[config.mk]
export PLATFORM = sky130hd
export DESIGN_NAME = dlapf_cfg
export DESIGN_NICKNAME = d
export VERILOG_FILES = /design/src/rtl/dlapf_pkg.sv /design/src/rtl/dlapf_cfg.sv
export SDC_FILE = /design/constraint.sdc
export NUM_CORES = 1
export LEC_CHECK = 0
export BUFFER_PORTS_ARGS = -buffer_cell sky130_fd_sc_hd__buf_4
export CAP_MARGIN = 20
export CORE_UTILIZATION = 33
export DETAILED_ROUTE_END_ITERATION = 8
export GPL_ROUTABILITY_DRIVEN = 0
export GPL_TIMING_DRIVEN = 0
export PLACE_DENSITY = 0.67
export SYNTH_ARGS = -nofsm -noshare
export SYNTH_HDL_FRONTEND = slang
export SYNTH_SLANG_ARGS = --single-unit
[constraint.sdc]
create_clock -name clk_i -period 3.35 [get_ports clk_i]
set_input_delay 1.005 -clock clk_i [delete_from_list [all_inputs] [get_ports clk_i]]
set_output_delay 1.005 -clock clk_i [all_outputs]
set_load 0.02 [all_outputs]
[src/rtl/dlapf_pkg.sv]
// ----------------------------------------------------------------------------
// dlapf_pkg
// Shared types and constants for the delay-line allpass filter: register
// map, fixed register widths and the controller/datapath command bundle.
// ----------------------------------------------------------------------------
package dlapf_pkg;

  // Fixed register widths
  localparam int COEFF_W = 16;
  localparam int LEN_W   = 13;

  // APB register map (index = paddr[2])
  localparam logic REG_COEFF = 1'b0;
  localparam logic REG_DELAY = 1'b1;

  // Commands from the controller to the datapath
  typedef struct packed {
    logic accept;   // item taken: latch x, launch delay-line read
    logic mul_d;    // multiply g * d
    logic write_v;  // form v, write it into the delay line
    logic mul_v;    // multiply g * v
    logic load_y;   // form y, load the output register
  } dlapf_cmd_t;

  // Status from the datapath to the controller
  typedef struct packed {
    logic out_free; // output register empty or being drained this cycle
  } dlapf_status_t;

endpackage

[src/rtl/dlapf_cfg.sv]
// ----------------------------------------------------------------------------
// dlapf_cfg
// APB register block: allpass gain and delay length, with read-back.
// ----------------------------------------------------------------------------
module dlapf_cfg (
  input  logic                                clk_i,
  input  logic                                rst_ni,
  input  logic                                psel,
  input  logic                                penable,
  input  logic                                pwrite,
  input  logic [2:0]                          paddr,
  input  logic [31:0]                         pwdata,
  output logic [31:0]                         prdata,
  output logic                                pready,
  output logic signed [dlapf_pkg::COEFF_W-1:0] coeff_o,
  output logic [dlapf_pkg::LEN_W-1:0]         delay_len_o
);
  import dlapf_pkg::*;

  logic signed [COEFF_W-1:0] coeff_q;
  logic [LEN_W-1:0]          delay_len_q;
  logic                      wr_en;

  assign pready = 1'b1;
  assign wr_en  = psel & penable & pwrite;

  // Register writes
  always_ff @(posedge clk_i or negedge rst_ni) begin
    if (!rst_ni) begin
      coeff_q     <= '0;
      delay_len_q <= LEN_W'(1);
    end else if (wr_en) begin
      unique case (paddr[2])
        REG_COEFF: coeff_q     <= pwdata[COEFF_W-1:0];
        REG_DELAY: delay_len_q <= pwdata[LEN_W-1:0];
        default:   ;
      endcase
    end
  end

  // Read-back
  always_comb begin
    unique case (paddr[2])
      REG_COEFF: prdata = 32'(unsigned'(coeff_q));
      REG_DELAY: prdata = 32'(delay_len_q);
      default:   prdata = '0;
    endcase
  end

  assign coeff_o     = coeff_q;
  assign delay_len_o = delay_len_q;

endmodule

==> Word level (Yosys, flattened, before mapping) <==
Index checks and enable logic that the tools add are counted.
{ "op_classes": {"n_reduce_logical": 2, "mux": 1, "bitwise_logic": 3} }
{ "op_table": {"columns": ["cell", "n"], "rows": [
  ["$pmux W32 S2", 1],
  ["$reduce_and A2 Y1", 2],
  ["$and A1 B1 Y1", 2],
  ["$not A1 Y1", 1]
]} }
{ "word_totals": {"out_inout_bits": 62, "elab_cells": 8, "reg_bits": 29, "inputBits": 40} }

==> Depth between registers and ports, before layout <==
{ "depth": {"ltp_word": 3, "depth_mapped": 4} }

==> Worst setup path before layout <==
Ideal clock, no wire load.
{ "synth_timing": {"path_kind": "input to output", "start": "in paddr[2]", "end": "out prdata[10]", "t_required_ns": 2.345, "arrival_time_ns": 1.714, "path_stages": 3, "path_slack_ns": 0.631, "path_cell_list": "buf_6 > buf_2 > mux2_2"} }
{ "synth_between": {"elab_chain_cells": 2} }
{ "synth_rtl": {"columns": ["element", "line_no", "rtl"], "rows": [
  ["start, declared", "dlapf_cfg.sv:11", "input logic [2:0] paddr,"],
  ["$not A1 Y1 (no source line)", null, null],
  ["$pmux W32 S2 *", "dlapf_cfg.sv:43", "unique case (paddr[2])"],
  ["end, declared", "dlapf_cfg.sv:13", "output logic [31:0] prdata,"]
]} }
Mark *: on every way between the ends. The rest lies on a longest branch, timed or not. The select of a mux whose other input is x is not followed.

==> Worst setup path in the final report <==
{ "layout_timing": {"start": "in paddr[2]", "end": "out prdata[7]"} }
Same word-level chain as after synthesis.

==> flow_metrics.tcl <==
set metrics [dict create \
    worstSkewPairLatency_ns 0.27 \
    cts-resized-gates 0 \
    yosysWarningCount 0 \
    start_util_pct 35.5 \
    htreeDepth 2 \
    synth_area_leaders "dfrtp_1 48%, mux2_2 25%, mux2_4 10%, buf_4 8.7%, dfstp_2 1.8%" \
    die_area_mm2 0.00469 \
    worst_setup_path_end_kind "output pin" \
    grt_max_degree 30 \
    detail-route-antenna-nets 0 \
    grt_pass1_wl_um 4910 \
    avgSynthCellArea_um2 14.7 \
    crit_arrival_ns 1.92 \
    rsz0062_at_grt "no" \
    holdPathEnd "delay_len_o[1]" \
    ys_types 11 \
    critPathBufInv 3 \
    first_pass_iters 3 \
    cts_tree "yes" \
    setup-tns-final_ns 0 \
    place_ws_ns 0.416 \
    cts_setup_buffers 0 \
    n_antenna_cell 0 \
    cts.sinks 29 \
    hold_path_depth 1 \
    final_util_pct 53.1 \
    cp_top_family "buffers and inverters" \
    met3WireLength_um 315 \
    crit_cells 4 \
    root_buffer "clkbuf_8" \
    r2r_slack_ns 2.56 \
    grt_pass1_vias 1001 \
    synth_compound_area_share_pct 0 \
    r2r-end "coeff_o[4]" \
    netlist_instances 99 \
    grt_usage_pct 15.0 \
    r2r_start "coeff_o[4]" \
    dr_wl_met2_um 1560 \
    path_max_fanout 10 \
    power.density_mw_per_mm2 652 \
    min-delay-start "delay_len_o[1]" \
    synth_area_mm2 0.00146 \
    wl_per_cell_um 13.9 \
    met1Wirelength_um 1370 \
    dp_hpwl_um 2470 \
    clock.fmax_mhz 342 \
    seq_area_frac_synth_pct 49.8 \
    drv_cap 0 \
    outcome "finished clean" \
    hold_path_class "reg2reg" \
    synth.area.mux_share_pct 35.0 \
    critPathLaunchType "input pin" \
    cts_inserted_buffers 5 \
    p_leak_nw 1.15 \
    crit_slowest_cell "mux2_2" \
    finalCritPeriodShare_pct 87.3 \
    clk_pin_slew_ns 0.06 \
    cts_hold_buf 0 \
    ys_ff_latch 29 \
    finalWorstSetupSlack_ns 0.425 \
    worst_r2r_path_depth 1 \
    portBuffers 65 \
    peakVddDrop_v 0.000351 \
    synth_top_family_by_area "multiplexers" \
    num_vias 1054 \
    io_pins 102 \
    cts.path.max_buffers 2 \
    nFillCells 367 \
    antenna_found_initial 0 \
    layout-drive-gt1-share_pct 74.3 \
    fp.coreArea_mm2 0.00412 \
    viasPerCell 4.45 \
    drt-initial-drc-count 13 \
    synth_xor_area_share_pct 0 \
    drv_slew 0 \
    dpl_cell_area_mm2 0.00207 \
    synth_top_area_share_pct 48.0 \
    area_delta_synth_final_pct 49.8 \
    cpPeakStageDelay_ns 0.36 \
    die_x_um 68.5 \
    fin_worst_skew_ns 0 \
    setup.worst_path.class "in2out" \
    top_layer "met4" \
    drc 0 \
    power.total_mw 1.43 \
    crit_chain "buf_6, buf_2, mux2_2, buf_4" \
    routed_wl_um 3310 \
    fp-row-count 23 \
    yosys.area.top_type "dfrtp_1" \
    fin_area_mm2 0.00219 \
    required_ns 2.34 \
    setup_violations 0 \
    finalHoldViolations 0 \
    synthSimpleGateAreaFrac_pct 3.77 \
    die_y_um 68.5 \
    layout_min_cycle_time_ns 2.92 \
    synthAdderAreaFrac_pct 0 \
    grt_overflow 0 \
    fin_nets 226 \
]
## Yosys cell counts
cell / n
nand4_2: 1
conb_1: 2
buf_6: 2
mux2_2: 32
mux2_4: 10
nor2b_1: 3
dfstp_2: 1
nand4b_4: 1
dfrtp_1: 28
buf_2: 2
buf_4: 17
## per-stage QoR
stage	std cells	hold slack, ns
2_1_floorplan	114	0.648
3_3_place_gp	229	0.510
3_5_place_dp	229	0.518
4_1_cts	237	0.535
5_1_grt	237	0.555
6_report	237	0.533
## placed cells by master, fill, tap and decap left out, types with 2 or more instances in the layout
cell type  instances
mux2_2            32
buf_2              2
buf_4             82
clkbuf_8           6
buf_6              2
mux2_4            10
dfrtp_1           28
nor2b_1            3
conb_1            17
## state kept, by name, summed over array words and instances (netlist names)
| name | count |
|---|---|
| coeff_o | 16 |
| delay_len_o | 13 |
## cell families after synthesis
| logic type | count (synthesis) |
|---|---|
| multiplexers | 42 |
| flip-flops | 29 |
| buffers and inverters | 21 |
| AND/OR/NAND/NOR | 5 |
| other | 2 |
## cell type report
class	instances	area (um^2)	share of cell area, %
timing repair buffer	65	488	22.3
clock inverter	2	37.5	1.72
sequential	29	727	33.2
multi-input combinational	64	629	28.8
buffer	21	160	7.32
clock buffer	6	82.6	3.78
tap	50	62.6	2.86
## worst max-delay path by stage
stage	end	startpoint	slack, ns
6_report	prdata[7]	paddr[2]	0.43
3_3_place_gp	prdata[7]	paddr[2]	0.42
3_5_place_dp	prdata[8]	paddr[2]	0.42
5_1_grt	prdata[6]	paddr[2]	0.36
4_1_cts	prdata[7]	paddr[2]	0.41
2_1_floorplan	prdata[10]	paddr[2]	0.63
## layer usage
| metal | up-vias | GRT usage [%] |
|---|---|---|
| met4 | 0 | 6.25 |
| met5 | - | 0 |
| met1 | 507 | 17.7 |
| met2 | 58 | 23.4 |
| li1 | 483 | - |
| met3 | 6 | 6.91 |
## where the power goes
group          switching, mW  internal (mW)
combinational          0.273          0.284
sequential            0.0608          0.430
clock                  0.136          0.242
Note: power is estimated with default switching activity, not from simulation.
