--- src/rtl/dlapf_pkg.sv ---
// ----------------------------------------------------------------------------
// dlapf_pkg
// Shared types and constants for the delay-line allpass filter: register
// map, fixed register widths and the controller/datapath command bundle.
// ----------------------------------------------------------------------------
package dlapf_pkg;

  // Fixed register widths
  localparam int COEFF_W = 16;
  localparam int LEN_W   = 13;

  // APB register map (index = paddr[2])
  localparam logic REG_COEFF = 1'b0;
  localparam logic REG_DELAY = 1'b1;

  // Commands from the controller to the datapath
  typedef struct packed {
    logic accept;   // item taken: latch x, launch delay-line read
    logic mul_d;    // multiply g * d
    logic write_v;  // form v, write it into the delay line
    logic mul_v;    // multiply g * v
    logic load_y;   // form y, load the output register
  } dlapf_cmd_t;

  // Status from the datapath to the controller
  typedef struct packed {
    logic out_free; // output register empty or being drained this cycle
  } dlapf_status_t;

endpackage

--- src/rtl/dlapf_ctrl.sv ---
// ----------------------------------------------------------------------------
// dlapf_ctrl
// Sequencer for one item: read, g*d, v and write-back, g*v, y to output.
// ----------------------------------------------------------------------------
module dlapf_ctrl (
  input  logic                     clk_i,
  input  logic                     rst_ni,
  input  logic                     in_valid_i,
  output logic                     in_ready_o,
  input  dlapf_pkg::dlapf_status_t status_i,
  output dlapf_pkg::dlapf_cmd_t    cmd_o
);
  import dlapf_pkg::*;

  typedef enum logic [4:0] {
    S_IDLE = 5'b00001,
    S_MULD = 5'b00010,
    S_WRV  = 5'b00100,
    S_MULV = 5'b01000,
    S_OUTY = 5'b10000
  } state_e;

  state_e state_q, state_d;

  assign in_ready_o = (state_q == S_IDLE);

  // Next state and commands
  always_comb begin
    state_d = state_q;
    cmd_o   = '0;
    unique case (state_q)
      S_IDLE: begin
        if (in_valid_i) begin
          cmd_o.accept = 1'b1;
          state_d      = S_MULD;
        end
      end
      S_MULD: begin
        cmd_o.mul_d = 1'b1;
        state_d     = S_WRV;
      end
      S_WRV: begin
        cmd_o.write_v = 1'b1;
        state_d       = S_MULV;
      end
      S_MULV: begin
        cmd_o.mul_v = 1'b1;
        state_d     = S_OUTY;
      end
      S_OUTY: begin
        // wait here while the previous result is still held
        if (status_i.out_free) begin
          cmd_o.load_y = 1'b1;
          state_d      = S_IDLE;
        end
      end
      default: state_d = S_IDLE;
    endcase
  end

  always_ff @(posedge clk_i or negedge rst_ni) begin
    if (!rst_ni) begin
      state_q <= S_IDLE;
    end else begin
      state_q <= state_d;
    end
  end

endmodule

--- config.mk ---
export PLATFORM = sky130hd
export DESIGN_NAME = dlapf_ctrl
export DESIGN_NICKNAME = d
export VERILOG_FILES = /design/src/rtl/dlapf_pkg.sv /design/src/rtl/dlapf_ctrl.sv
export SDC_FILE = /design/constraint.sdc
export NUM_CORES = 1
export LEC_CHECK = 0
export BUFFER_PORTS_ARGS = -buffer_cell sky130_fd_sc_hd__buf_4
export CAP_MARGIN = 0
export CELL_PAD_IN_SITES_DETAIL_PLACEMENT = 0
export CELL_PAD_IN_SITES_GLOBAL_PLACEMENT = 1
export CORE_AREA = 2 2 39 41
export CTS_CLUSTER_SIZE = 16
export DETAILED_ROUTE_END_ITERATION = 12
export DIE_AREA = 0 0 41 43
export PLACE_DENSITY = 0.54
export RECOVER_POWER = 50
export SLEW_MARGIN = 15
export SYNTH_ARGS = -nofsm -noshare
export SYNTH_HDL_FRONTEND = slang
export SYNTH_SLANG_ARGS = --single-unit
--- constraint.sdc ---
create_clock -name clk_i -period 1.8 [get_ports clk_i]
set_clock_uncertainty 0.05 [all_clocks]
set_input_delay 0.18 -clock clk_i [delete_from_list [all_inputs] [get_ports clk_i]]
set_output_delay 0.18 -clock clk_i [all_outputs]
set_load 0.05 [all_outputs]
Word level (Yosys, flattened, before mapping) --
Cells that the tools add are included.
Word-level totals: input bits 4, bits in registers 5, output and inout bits 6
Cells by class: eq/ne operators 7, reduce and logical (&&, ||, !) cells 1, mux-type cells 10
Operator list (number):
- $pmux 5 s5 | 1
- $mux 5 | 2
- $mux 1 | 7
- $eq 5x1->1 const B | 1
- $eq 5x2->1 const B | 1
- $eq 5x3->1 const B | 1
- $eq 5x4->1 const B | 1
- $eq 5x5->1 const B | 1
- $ne 2x2->1 const B | 2
- $reduce_and 2->1 | 1

Depth between registers and ports, before layout --
depth after elaboration 3, mapped depth 5

Worst setup path after synthesis --
OpenSTA, ideal clock, no wires.
kind register to output, from register state_q[1], to output cmd_o[0] (netlist name), stages on the path, launching flop included 3, setup slack -616 ps, data arrival time 2186 ps, buffers on the path 0, path through dfrtp_1 > or2_1 > nor4_1
RTL lines:
- start, declared | RTL line dlapf_ctrl.sv:23 | state_e state_q, state_d;
- start signal, assigned | RTL line dlapf_ctrl.sv:65 | state_q <= state_d;
- end, declared | RTL line dlapf_ctrl.sv:11 | output dlapf_pkg::dlapf_cmd_t cmd_o

Final worst setup path --
from register state_q[2], to output in_ready_o
On the way: word-level cells in the longest chain between the ends 1
Ends and longest elaborated chain:
- $eq 5x1->1 | RTL line dlapf_ctrl.sv:25 | assign in_ready_o = (state_q == S_IDLE);
- end, declared | RTL line dlapf_ctrl.sv:9 | output logic in_ready_o,
Every way passes these cells.

==> results.sh <==
export IMPL_synthTopCellsByCount="5 x nor3_1, 4 x dfrtp_1, 3 x inv_1"
export IMPL_maxCapViolations=0
export IMPL_p_switching_uw=249
export IMPL_crit_fanout=7
export IMPL_cts_buffers=3
export IMPL_hold_path_class="in2reg"
export IMPL_top_register="state_q"
export IMPL_initial_utilization=0.218
export IMPL_synth_area_um2=302
export IMPL_setup_viol=0
export IMPL_cts_tree="yes"
export IMPL_max_vdd_ir_drop_mv=0.688
export IMPL_path_clk_slew_ns=0.04
export IMPL_p_int_uw=320
export IMPL_antenna_cells=0
export IMPL_syn_area_per_cell_um2=8.87
export IMPL_final_nets=51
export IMPL_vias=284
export IMPL_ys_types=21
export IMPL_r2r_worst_path_cells=3
export IMPL_ys_ff_latch=5
export IMPL_grt_pass1_wl_um=1170
export IMPL_grt_max_degree=9
export IMPL_rsz0062_at_grt="false"
export IMPL_first_iter_violations=3
export IMPL_crit_type="reg2out"
export IMPL_io_pins=10
export IMPL_largestRegisters="state_q x5"
export IMPL_fp_dieH_um=43
export IMPL_io_buffers=9
export IMPL_hold_viol=0
export IMPL_status="finished clean"
export IMPL_fmaxAchievable_mhz=575
export IMPL_yosysTopAreaCellShare=0.332
export IMPL_coreArea_mm2=0.00138
export IMPL_wl_per_cell_um=10.8
export IMPL_rr_endpoint="state_q[0]"
export IMPL_ant_nets=0
export IMPL_p_leak_nw=0.173
export IMPL_largest_reg_flops=5
export IMPL_num_rows=14
export IMPL_power_frac_seq=0.301
export IMPL_synth_edff_count=0
export IMPL_synth_ff_type="dfrtp_1"
export IMPL_multi_input_comb_area_um2=161
export IMPL_worst_pin_slew_ns=0.275
export IMPL_start_kind="flop"
export IMPL_totalWireLength_um=669
export IMPL_ys_warn_count=0
export IMPL_route_detailed_drc=0
export IMPL_final_core_utilization=0.311
export IMPL_clk_path_buf_depth=2
export IMPL_min_period_over_period=0.965
export IMPL_r2r_start="state_q[2]"
export IMPL_cts_max_level=1
export IMPL_cp_endpoint="in_ready_o"
export IMPL_clkPwrFrac=0.217
export IMPL_synth_top_cell_by_area="dfrtp_1"
export IMPL_place_area_um2=389
export IMPL_syn_inst=34
export IMPL_via_per_inst=4.58
export IMPL_fillers=154
export IMPL_drive_above_1_share=0.391
export IMPL_antenna_found_initial=0
export IMPL_rrSetupSlack_ns=0.42
export IMPL_worstPathRequired_ns=1.57
export IMPL_startpoint="state_q[2]"
export IMPL_grt_pass1_vias=284
export IMPL_seq_area_um2=126
export IMPL_firstDrtPassIters=4
export IMPL_cts_sinks=5
export IMPL_syn_num_nets=38
export IMPL_clkLatencyLatePin_ns=0.23
export IMPL_slew_viol_final=0
export IMPL_yosysSeqAreaShare=0.419
export IMPL_die_w_um=41
export IMPL_p_comb_frac=0.482
export IMPL_clock_tree_root_cell="clkbuf_4"
export IMPL_yosysMostFrequentCell="nor3_1"
export IMPL_async_flop_share=1.00
export IMPL_min_period_ns=1.74
export IMPL_cts_setup_buffers=0
export IMPL_end_kind="output port"
export IMPL_synth_area_leaders="dfrtp_1 33%, dfstp_2 8.7%, nor3_1 8.3%, nor3b_2 4.1%, nor4_1 4.1%"
export IMPL_grt_overflow=0
export IMPL_powerDensity_mw_per_mm2=1320
export IMPL_post_dp_hpwl_um=544
export IMPL_arrival_ns=1.51
export IMPL_grtUsageTotal=0.0982
export IMPL_stdcell_area_um2=430
export IMPL_slew_headroom=0.815
export IMPL_p_sw_frac=0.438
export IMPL_place_congestion=0.707
export IMPL_whs_ns=0.244
export IMPL_area_growth_pct=42.7
export IMPL_die_area_mm2=0.00176
[logic make-up after synthesis]
logic type | count (synthesis) | share of synthesized area
AND/OR/NAND/NOR | 17 | 0.344
AO/OA/AOI/OAI | 6 | 0.120
buffers and inverters | 6 | 0.116
flip-flops | 5 | 0.419
[power by group through the flow]
stage	logic [mW]	registers (mW)	clock network, mW
floorplan	0.199	0.164	0
detailed placement	0.260	0.174	0
CTS	0.267	0.173	0.128
finish	0.275	0.172	0.123
global route	0.290	0.176	0.138
global placement	0.258	0.174	0
[critical path: stages, from the launching register on]
cell and delay [ns]:
dfrtp_1 0.44, or3_4 0.44, nor3b_2 0.22, buf_6 0.18
[cell type report]
| cell class | count | area share |
|---|---|---|
| tap | 16 | 0.0465 |
| inverter | 3 | 0.0262 |
| multi-input combinational | 23 | 0.375 |
| sequential | 5 | 0.294 |
| timing repair buffer | 11 | 0.198 |
| clock buffer | 4 | 0.0610 |
[metal layers]
| metal | part of all wire | wire [um] | global-route usage |
|---|---|---|---|
| met5 | 0 | 0 | 0 |
| met1 | 0.38 | 255 | 0.125 |
| met2 | 0.56 | 373 | 0.147 |
| met4 | 0 | 0 | 0.0600 |
| met3 | 0.060 | 40 | 0.0157 |
[worst min-delay path by stage]
stage	startpoint	end	slack, ns	cells after the start
after global placement	rst_ni	state_q[3]	-0.07	1
after detailed placement	rst_ni	state_q[3]	-0.07	1
final	in_valid_i	state_q[1]	0.24	3
after global routing	in_valid_i	state_q[1]	0.25	3
after CTS	rst_ni	state_q[4]	0.22	2
after floorplan	rst_ni	state_q[1]	-0.17	0
[stage by stage]
| stage | setup TNS, ns | instances | total power [mW] | setup slack, ns |
|---|---|---|---|---|
| final | 0 | 62 | 0.570 | 0.0623 |
| after global routing | 0 | 62 | 0.605 | 0.00302 |
| after CTS | 0 | 62 | 0.568 | 0.0388 |
| after detailed placement | 0 | 57 | 0.433 | 0.232 |
| after global placement | 0 | 57 | 0.432 | 0.247 |
| after floorplan | -0.300 | 34 | 0.363 | -0.109 |
[layout by cell type (no fill, tap or decap), types with 2 or more instances in the layout]
cell / n
dfrtp_1: 4
o21ai_1: 2
buf_4: 8
a21oi_1: 2
nor3_1: 3
nor3_2: 2
clkbuf_4: 3
inv_1: 3
nor2_1: 2
clkbuf_1: 2
[timing repair]
item | CTS | global route
hold buffers | 1 | 0
setup endpoints to repair | 1 | 1
hold endpoints to repair | 5 | 0
resized for setup | 1 | 1
Note: power is estimated with default switching activity, not from simulation.
